<file path="src/rtl/fsls_pkg.sv">
// Shared constants and types for the fixed-string line search block.
package fsls_pkg;

    localparam int PATTERN_MAX = 16;
    localparam int LEN_CAP     = (PATTERN_MAX < 16) ? PATTERN_MAX : 16;
    localparam int IDX_W       = (LEN_CAP > 1) ? $clog2(LEN_CAP) : 1;

    localparam int BYTE_W  = 8;
    localparam int FILE_W  = 16;
    localparam int LINE_W  = 24;
    localparam int COL_W   = 16;
    localparam int LEN_W   = 5;
    localparam int CFG_W   = 64;
    localparam int CFG_IDX_W = 2;

    localparam logic [BYTE_W-1:0] NEWLINE  = 8'd10;
    localparam logic [LINE_W-1:0] LINE_SAT = {LINE_W{1'b1}};
    localparam logic [COL_W-1:0]  COL_SAT  = {COL_W{1'b1}};

    localparam logic [CFG_IDX_W-1:0] REG_PATTERN_LO  = 2'd0;
    localparam logic [CFG_IDX_W-1:0] REG_PATTERN_HI  = 2'd1;
    localparam logic [CFG_IDX_W-1:0] REG_PATTERN_LEN = 2'd2;

    typedef logic [BYTE_W-1:0]             byte_t;
    typedef logic [LEN_CAP-1:0][BYTE_W-1:0] win_t;
    typedef logic [IDX_W-1:0]              idx_t;

endpackage

</file>
<file path="src/rtl/fixed_string_line_search.sv">
// Top level of the fixed-string line search: stream in text, report the first match per line.
//
// Text bytes stream in one per transfer on the s_axis side; s_axis_tuser
// flags the first byte of a new file. Each byte is compared, together with
// the bytes before it, against a pattern of 1 to 16 bytes set through the
// cfg port (pattern_lo at index 0, pattern_hi at index 1, pattern_len at
// index 2; a length of 0 acts as 1, above 16 as 16). The first match in a
// line gives one result transfer carrying file number (from 0), line
// (from 1) and start column (from 1); later matches in that line are
// dropped until a newline (byte 10) arrives. Carriage return is ordinary
// text. Line and column counters saturate; the file counter wraps and
// starts at all ones so the first file start yields file 0. The block
// takes one byte per cycle while no result is held by a low m_axis_tready:
// a transfer loads the input register, and while the byte sits there the
// window compare and counter update run and, as it moves on, load the
// result register, from which the result is offered. A result held by a low
// m_axis_tready holds the input register and with it s_axis_tready.
// Write the configuration only while no byte is in flight.
module fixed_string_line_search (
    input  logic                                         aclk,
    input  logic                                         aresetn,
    // input stream
    input  logic                                         s_axis_tvalid,
    output logic                                         s_axis_tready,
    input  logic [7:0]                                   s_axis_tdata,  // [7:0] text_byte
    input  logic                                         s_axis_tuser,  // [0] file_start
    // result stream
    output logic                                         m_axis_tvalid,
    input  logic                                         m_axis_tready,
    // [15:0] file_number, [39:16] line_number, [55:40] start_column
    output logic [55:0]                                  m_axis_tdata,
    // configuration writes
    input  logic                                         cfg_we,
    input  logic [fsls_pkg::CFG_IDX_W-1:0]               cfg_index,
    input  logic [fsls_pkg::CFG_W-1:0]                   cfg_data
);
    import fsls_pkg::*;

    // configuration
    logic [CFG_W-1:0] pattern_lo_reg;
    logic [CFG_W-1:0] pattern_hi_reg;
    logic [LEN_W-1:0] pattern_len_reg;

    // input register
    logic  in_valid_reg;
    byte_t in_byte_reg;
    logic  in_fs_reg;

    // search state
    win_t             window_reg;
    logic [LINE_W-1:0] line_reg;
    logic [COL_W-1:0]  col_reg;
    logic              skip_reg;
    logic [FILE_W-1:0] file_reg;

    // result register
    logic              m_valid_reg;
    logic [FILE_W-1:0] m_file_reg;
    logic [LINE_W-1:0] m_line_reg;
    logic [COL_W-1:0]  m_col_reg;

    // datapath
    logic              advance;
    logic              work;
    win_t              window_next;
    win_t              pattern;
    idx_t              len_m1;
    logic              hit;
    logic              is_newline;
    logic              found;
    logic [FILE_W-1:0] file_eff;
    logic [LINE_W-1:0] line_eff;
    logic [COL_W-1:0]  col_eff;
    logic              skip_eff;
    logic [COL_W-1:0]  start_col;
    logic [LINE_W-1:0] line_next;
    logic [COL_W-1:0]  col_next;
    logic              skip_next;

    // Move the pipeline whenever the result register is free or being taken.
    assign advance       = !m_valid_reg || m_axis_tready;
    assign s_axis_tready = !in_valid_reg || advance;
    assign work          = in_valid_reg && advance;

    assign m_axis_tvalid = m_valid_reg;
    assign m_axis_tdata  = {m_col_reg, m_line_reg, m_file_reg};

    // Clamp the length to 1..LEN_CAP and keep it as length minus one.
    always_comb begin
        if (pattern_len_reg == '0) begin
            len_m1 = '0;
        end else if (pattern_len_reg > LEN_W'(LEN_CAP)) begin
            len_m1 = IDX_W'(LEN_CAP - 1);
        end else begin
            len_m1 = IDX_W'(pattern_len_reg - LEN_W'(1));
        end
    end

    assign pattern = win_t'({pattern_hi_reg, pattern_lo_reg});

    // Shift the new byte into the window, newest first.
    always_comb begin
        window_next[0] = in_byte_reg;
        for (int i = 1; i < LEN_CAP; i++) begin
            window_next[i] = window_reg[i-1];
        end
    end

    fsls_match u_match (
        .window  (window_next),
        .pattern (pattern),
        .len_m1  (len_m1),
        .hit     (hit)
    );

    // A file start restarts the counters before this byte is counted.
    always_comb begin
        if (in_fs_reg) begin
            file_eff = file_reg + FILE_W'(1);
            line_eff = LINE_W'(1);
            col_eff  = '0;
            skip_eff = 1'b0;
        end else begin
            file_eff = file_reg;
            line_eff = line_reg;
            col_eff  = col_reg;
            skip_eff = skip_reg;
        end
    end

    assign is_newline = (in_byte_reg == NEWLINE);
    // Enough bytes of this line must be in the window for a full match.
    assign found = !is_newline && !skip_eff && hit && (col_eff >= COL_W'(len_m1));
    // col_eff + 2 - len = col_eff + 1 - len_m1; stick at the top once saturated.
    assign start_col = (col_eff == COL_SAT) ? COL_SAT
                                            : col_eff + COL_W'(1) - COL_W'(len_m1);

    always_comb begin
        if (is_newline) begin
            line_next = (line_eff == LINE_SAT) ? line_eff : line_eff + LINE_W'(1);
            col_next  = '0;
            skip_next = 1'b0;
        end else begin
            line_next = line_eff;
            col_next  = (col_eff == COL_SAT) ? col_eff : col_eff + COL_W'(1);
            skip_next = skip_eff || found;
        end
    end

    // Configuration register writes.
    always_ff @(posedge aclk) begin
        if (!aresetn) begin
            pattern_lo_reg  <= '0;
            pattern_hi_reg  <= '0;
            pattern_len_reg <= LEN_W'(1);
        end else if (cfg_we) begin
            case (cfg_index)
                REG_PATTERN_LO:  pattern_lo_reg  <= cfg_data;
                REG_PATTERN_HI:  pattern_hi_reg  <= cfg_data;
                REG_PATTERN_LEN: pattern_len_reg <= cfg_data[LEN_W-1:0];
                default: ;
            endcase
        end
    end

    // Input register: hold the byte until the compare stage takes it.
    always_ff @(posedge aclk) begin
        if (!aresetn) begin
            in_valid_reg <= 1'b0;
        end else if (s_axis_tready) begin
            in_valid_reg <= s_axis_tvalid;
        end
        if (s_axis_tready && s_axis_tvalid) begin
            in_byte_reg <= s_axis_tdata;
            in_fs_reg   <= s_axis_tuser;
        end
    end

    // Search state: advance once per processed byte.
    always_ff @(posedge aclk) begin
        if (!aresetn) begin
            line_reg <= LINE_W'(1);
            col_reg  <= '0;
            skip_reg <= 1'b0;
            file_reg <= '1;
        end else if (work) begin
            line_reg <= line_next;
            col_reg  <= col_next;
            skip_reg <= skip_next;
            file_reg <= file_eff;
        end
        if (work) begin
            window_reg <= window_next;
        end
    end

    // Result register: load a hit, drop the valid once the transfer is taken.
    always_ff @(posedge aclk) begin
        if (!aresetn) begin
            m_valid_reg <= 1'b0;
        end else if (advance) begin
            m_valid_reg <= work && found;
        end
        if (work && found) begin
            m_file_reg <= file_eff;
            m_line_reg <= line_eff;
            m_col_reg  <= start_col;
        end
    end

endmodule

</file>
<file path="src/rtl/fsls_match.sv">
// Parallel compare of the byte window against the configured pattern.
module fsls_match (
    input  fsls_pkg::win_t window,   // newest byte at index 0
    input  fsls_pkg::win_t pattern,  // first pattern byte at index 0
    input  fsls_pkg::idx_t len_m1,   // pattern length minus one
    output logic           hit
);
    import fsls_pkg::*;

    logic [LEN_CAP-1:0] lane_ok;
    idx_t               pidx [LEN_CAP];

    // Window byte j pairs with pattern byte len-1-j; lanes past the length pass.
    always_comb begin
        for (int j = 0; j < LEN_CAP; j++) begin
            pidx[j] = len_m1 - IDX_W'(j);
            if (IDX_W'(j) > len_m1) begin
                lane_ok[j] = 1'b1;
            end else begin
                lane_ok[j] = (window[j] == pattern[pidx[j]]);
            end
        end
    end

    assign hit = &lane_ok;

endmodule
</file>
<file path="config.mk">
export PLATFORM = sky130hd
export DESIGN_NAME = fixed_string_line_search
export DESIGN_NICKNAME = d
export VERILOG_FILES = /design/src/rtl/fsls_pkg.sv /design/src/rtl/fixed_string_line_search.sv /design/src/rtl/fsls_match.sv
export SDC_FILE = /design/constraint.sdc
export NUM_CORES = 1
export LEC_CHECK = 0
export ABC_AREA = 0
export BUFFER_PORTS_ARGS = -buffer_cell sky130_fd_sc_hd__buf_2
export CORE_ASPECT_RATIO = 0.8
export CORE_MARGIN = 1
export CORE_UTILIZATION = 40
export DETAILED_ROUTE_END_ITERATION = 16
export PLACE_DENSITY = 0.56
export RECOVER_POWER = 50
export SLEW_MARGIN = 10
export SYNTH_ARGS = -nofsm -noshare
export SYNTH_HDL_FRONTEND = slang
export SYNTH_HIERARCHICAL = 1
export SYNTH_SLANG_ARGS = --single-unit
</file>
<file path="constraint.sdc">
create_clock -name aclk -period 12.54 [get_ports aclk]
set_input_delay 2.508 -clock aclk [delete_from_list [all_inputs] [get_ports aclk]]
set_output_delay 2.508 -clock aclk [all_outputs]
set_load 0.02 [all_outputs]
</file>
# == After elaboration in Yosys (flattened, before gate mapping) ==
# Index checks and enable logic that the tools add are counted.
# W data, S select, Z words.
# totals
reg_bits,377
word_cells,182
in_bits,80
output_inout_bits,58
# classes
addsub,20
reduce_logical,19
muxes,59
n_eq_ne,21
n_lt_le_gt_ge,34
# op_table
operator,n
$bmux W8 S4,16
$eq A8 B8 Y1,16
$mux W8,16
$lt A4 B5 Y1 const B,16
$mux W24,3
$mux W16,4
$add A16 B1 Y16 const B,2
$gt A4 B4 Y1 const A,8
$sub A4 B4 Y4 const B,8
$add A24 B1 Y24 const B,1
$eq A24 B24 Y1 const B,1
$mux W1,18
$eq A16 B16 Y1 const B,1
$ge A16 B4 Y1,1
$gt A3 B4 Y1 const A,4
$reduce_and A16 Y1,1
$sub A16 B4 Y16,1
$sub A4 B3 Y4 const B,4
$eq A8 B4 Y1 const B,1
$gt A1 B4 Y1 const A,2
$gt A2 B4 Y1 const A,2
$mux W4,2
$sub A4 B1 Y4 const B,2
$sub A4 B2 Y4 const B,2
other kinds (9),21

# == Logic depth before layout (Yosys ltp) ==
# depth
word_depth,13
mapped_depth,29
depth_no_buf,21

# == Modules after synthesis ==
# Netlist, hierarchy kept.
# by_module_without_submodules
mod,area_per_inst_um2,cells_each,instances,seq_area_each_um2
fixed_string_line_search,14747.9,1327,1,9399.0
fsls_match,9778.1,962,1,0.0

# == Worst setup path before layout ==
# OpenSTA, ideal clock, no wires.
# synth_timing
kind,reg2reg
startpoint,register pattern_len_reg[0]
endpoint,register m_col_reg[0] (enable)
stages_incl_launch_ff,29
setup_time_ns,0.558
period_less_slack_ns,10.607
arrival_ns,10.050
setup_slack_ns,1.933
cell_sequence,dfxtp_1 -> inv_1 -> ha_1 -> nor3b_1 -> nand2_1 -> nand2_1 -> o21a_1 -> inv_1 -> clkbuf_1 -> buf_1 -> buf_2 -> clkbuf_1 -> inv_1 -> ha_1 -> buf_2 -> buf_4 -> buf_4 -> buf_4 -> mux2i_1 -> mux2i_1 -> o2111ai_1 -> a21oi_1 -> nand4b_1 -> or4b_4 -> o41ai_2 -> o221ai_1 -> nor4_2 -> o311a_1 -> a21boi_0
# synth_between
elab_chain_cells,12
word_cells_on_any_way,105
cone_classes,add/sub: 16; order compare: 18; eq/ne: 16; mux: 50; reduce/logical: 5
# synth_lines
item,line_no,rtl
start: declaration,fixed_string_line_search.sv:42,logic [LEN_W-1:0] pattern_len_reg;
start signal: assignment,fixed_string_line_search.sv:160,REG_PATTERN_LEN: pattern_len_reg <= cfg_data[LEN_W-1:0];
$sub A4 B1 Y4 or $gt A5 B5 Y1 (tied branches),"fixed_string_line_search.sv:95, fixed_string_line_search.sv:92",
$mux W4,fixed_string_line_search.sv:92,end else if (pattern_len_reg > LEN_W'(LEN_CAP)) begin
$mux W4 (*),fixed_string_line_search.sv:90,if (pattern_len_reg == '0) begin
named net len_m1[1],fixed_string_line_search.sv:67,idx_t len_m1;
$sub A4 B1 Y4 (tied with other cells),fsls_match.sv:16,pidx[j] = len_m1 - IDX_W'(j);
$bmux W8 S4,fsls_match.sv:20,lane_ok[j] = (window[j] == pattern[pidx[j]]);
$mux W8 (implied by the code),fsls_match.sv:20,
$eq A8 B8 Y1,fsls_match.sv:20,
$mux W1,fsls_match.sv:17,if (IDX_W'(j) > len_m1) begin
$reduce_and A16 Y1 (*),fsls_match.sv:25,assign hit = &lane_ok;
named net hit,fixed_string_line_search.sv:68,logic hit;
$logic_and A1 B1 Y1 (*) (2 in a row),fixed_string_line_search.sv:133,assign found = !is_newline && !skip_eff && hit && (col_eff >= COL_W'(len_m1));
$logic_and A1 B1 Y1 (*),fixed_string_line_search.sv:204,if (work && found) begin
end signal: assignment,fixed_string_line_search.sv:207,m_col_reg <= start_col;
end: declaration,fixed_string_line_search.sv:60,logic [COL_W-1:0] m_col_reg;
# Mark *: on every way through the listed nets, which the timed path passes. The rest lies on a longest branch. The select of a mux whose other input is x is not followed.
# A chain may end at the register's enable or synchronous reset.

# == Final worst setup path ==
# layout_timing
startpoint,input m_axis_tready
endpoint,register line_reg[5]
# layout_between
elab_chain_cells,2
# layout_lines
item,line_no,rtl
start: declaration,fixed_string_line_search.sv:29,"input logic m_axis_tready,"
$logic_or A1 B1 Y1,fixed_string_line_search.sv:81,assign advance = !m_valid_reg || m_axis_tready;
$logic_and A1 B1 Y1,fixed_string_line_search.sv:83,assign work = in_valid_reg && advance;
end signal: assignment,fixed_string_line_search.sv:187,line_reg <= line_next;
end: declaration,fixed_string_line_search.sv:51,logic [LINE_W-1:0] line_reg;
# Every way passes these cells.

==> key figures <==
Run status
  – Status: finished, violations left
  – Failing checks: max-capacitance violations, max-slew violations

Clocking
  – CTS buffer count: between 40 and 50
  – Bufs on Longest Clock Path: 3
  – Clk_lat worst skew: 600 ps
  – Clk slew on worst S/H paths: about 70 ps
  – CTS tree: done
  – # Post-CTS Setup Buffers: 0
  – H-tree Lvls: 2
  – Post-CTS Resized: 0
  – Post-CTS Hold Buffers: 0
  – Sink Count: between 300 and 400
  – Root buffer cell: clkbuf_16

Global route
  – Global-route wire length before repair: around 120,000 µm
  – Vias in the first global route: about 18,000
  – Largest net degree at the start of global routing: between 100 and 150
  – All-layer global routing usage: 0.267
  – GRT overflow: 0
  – Initial antenna violation count: 2

Setup path
  – CP arrival: ~9800 ps
  – Crit-path max FO: 69
  – CP startpoint kind: input port
  – Worst path required time: roughly 13,000 ps
  – Kind of critical path: input port to flip-flop
  – Crit-path cells: buf_2 -> nand2b_1 -> nand2_1 -> clkbuf_1 -> clkinvlp_2 -> nand2_1 -> nand2_1 -> xor2_1 -> and2_1
  – Most used cell, CP: nand2_1
  – Crit end category: flip-flop
  – Worst path max stage delay: approximately 3000 ps
  – Critical path's slowest cell: clkinvlp_2

Timing
  – Final hold viol count: 0
  – Final WS setup: 3200 ps
  – Worst-Margin Slew: about 3400 ps
  – Rel. slew slack: -1.30
  – Sum of negative setup slack: 0 ps
  – Period utilization: 0.745
  – Final Max Tran Viols: 300
  – Fmax: approximately 110 MHz
  – Hold Worst Slack: ~450 ps
  – Fin crit period: 9340 ps
  – Clock skew: roughly 43 ps
  – RSZ-0062 raised after global routing: false
  – Final setup vio count: 0

Pwr
  – PD cells: roughly 120 nW/µm²
  – IR drop worst, VDD: ~0.083 mV
  – P_leak: about 9 nW
  – Total power draw: 3.31 mW

Route
  – Vias/cell: roughly 6.0
  – Total routed wirelength: around 84,000 µm
  – Initial DRT Pass Iterations: 5
  – Via count: 19,200
  – Residual DRC: 0
  – DR iter-0 viols: 1,939
  – Routed Antenna Nets: 0
  – DR WL/cell: about 26 µm

Floorplan
  – Core area: approximately 60,000 µm²
  – Rows: 80
  – Num ports: between 100 and 150
  – Die footprint: slightly above 60,000 µm²
  – Die span in x: around 280 µm
  – Chip height: ~220 µm
  – Initial Util: 0.408

Place
  – RD Place Congestion: ~1
  – I/O Buffers: between 100 and 150
  – HPWL Detailed: around 63,000 µm
  – Placed cell areas: approximately 26,000 µm²
  – Setup slack at placement: about 3700 ps
  – Placed insts: 3,118

Final layout
  – Final cell count without fillers: 3,199
  – Commonest cells after routing, fill and taps aside: 358 x nand2_1, 259 x mux2i_1, 192 x dfxtp_1
  – Fin area: between 20,000 and 30,000 µm²
  – Core Util, Final: 0.454
  – Max reg flops: 120
  – Area Overhead vs Synth: 11.4%
  – Most common cell after layout, fill and taps aside: nand2_1
  – Fillers: around 5,600
  – Layout cells sized above 1: 0.177
  – Post-layout net count: between 2,000 and 2,500

Synthesis
  – Share of flip-flops with an asynchronous set or reset: 0
  – Most frequently used flop master after synthesis: dfxtp_1
  – Distinct cells, synth: 76
  – Post-Syn Area: between 20,000 and 25,000 µm²
  – Post-synth EDFFs: 185
  – Syn Nets: between 2,000 and 2,500
  – Cell count after synthesis: 2,289
  – Ys Warns: 6
  – Synth Register Bits: about 380
  – Sequential area share after synthesis: 0.383
  – Avg Cell Area, Syn: 10.7 µm²

Job
  – # Max-Cap Violations: 5

Hold path
  – Worst hold path type: flip-flop to flip-flop
==> critical path, delay by kind of cell <==
| kind | cells | cell delay [ps] |
|---|---|---|
| xor+xnor | 1 | 200 |
| buf+inv | 3 | 4340 |
| simple gates | 5 | 2620 |
==> power by group <==
group	switching, mW	internal (mW)
clock network	0.559	0.786
logic	0.373	0.242
registers	0.0379	1.32
==> final timing paths <==
kind | from | cells after the start | slack [ps] | endpoint
max | m_axis_tready | 9 | 3200 | line_reg[5]$_SDFFE_PN0P_
min | window_next[70]$_DFFE_PP_ | 0 | 450 | window_next[78]$_DFFE_PP_
max reg2reg | pattern_len_reg[0]$_SDFFE_PN1P_ | 22 | 3660 | m_line_reg[20]$_DFFE_PP_
min reg2reg | window_next[70]$_DFFE_PP_ | 0 | 450 | window_next[78]$_DFFE_PP_
==> per-layer routing <==
metal	share of wire	wire length, µm	global-route usage
met1	0.49	40900	0.426
met5	0	0	0
met4	0.022	1820	0.0613
met2	0.39	32900	0.353
met3	0.10	8440	0.0674
==> layout make-up <==
class / count / area [µm²] / share of cell area
clock inverters: 23 / 238 / 0.00870
multi-input cells: 1733 / 14400 / 0.528
repair buffers: 164 / 871 / 0.0319
clock buffers: 57 / 1240 / 0.0455
flip-flops and latches: 377 / 9400 / 0.344
well taps: 820 / 1030 / 0.0376
inverters: 24 / 98.8 / 0.00362
diodes: 1 / 2.50 / 0.0000916
==> cells in the mapped netlist, drive strengths merged (12+ instances only) <==
cell	count	share of area
xnor2	90	0.034
a21oi	25	0.0051
mux2	33	0.015
and3	12	0.0031
nor4	27	0.0074
dfxtp	192	0.16
a41oi	13	0.0046
nand2	358	0.055
and2	29	0.0074
nor2b	38	0.0097
a21boi	140	0.043
o2111ai	19	0.0068
nor2	24	0.0037
nand4	53	0.014
nand3	120	0.025
o21ai	30	0.0063
nor3	26	0.0053
clkbuf	88	0.013
ha	25	0.013
mux4	136	0.13
edfxtp	185	0.23
buf	67	0.015
mux2i	259	0.11
inv	23	0.0035
xor2	161	0.058
==> cell families (layout without fill, tap and decap cells) <==
| logic type | after synthesis | count (layout) | share of synthesized area |
|---|---|---|---|
| simple gates | 734 | 734 | 0.145 |
| mux | 428 | 428 | 0.246 |
| flops | 377 | 377 | 0.383 |
| compound gates | 294 | 294 | 0.0883 |
| xor+xnor | 251 | 251 | 0.0918 |
| buf+inv | 179 | 268 | 0.0321 |
| fa+ha+maj | 26 | 26 | 0.0136 |
| other cells | 0 | 1 | 0 |
No activity file was read; power rests on OpenSTA's default activity.
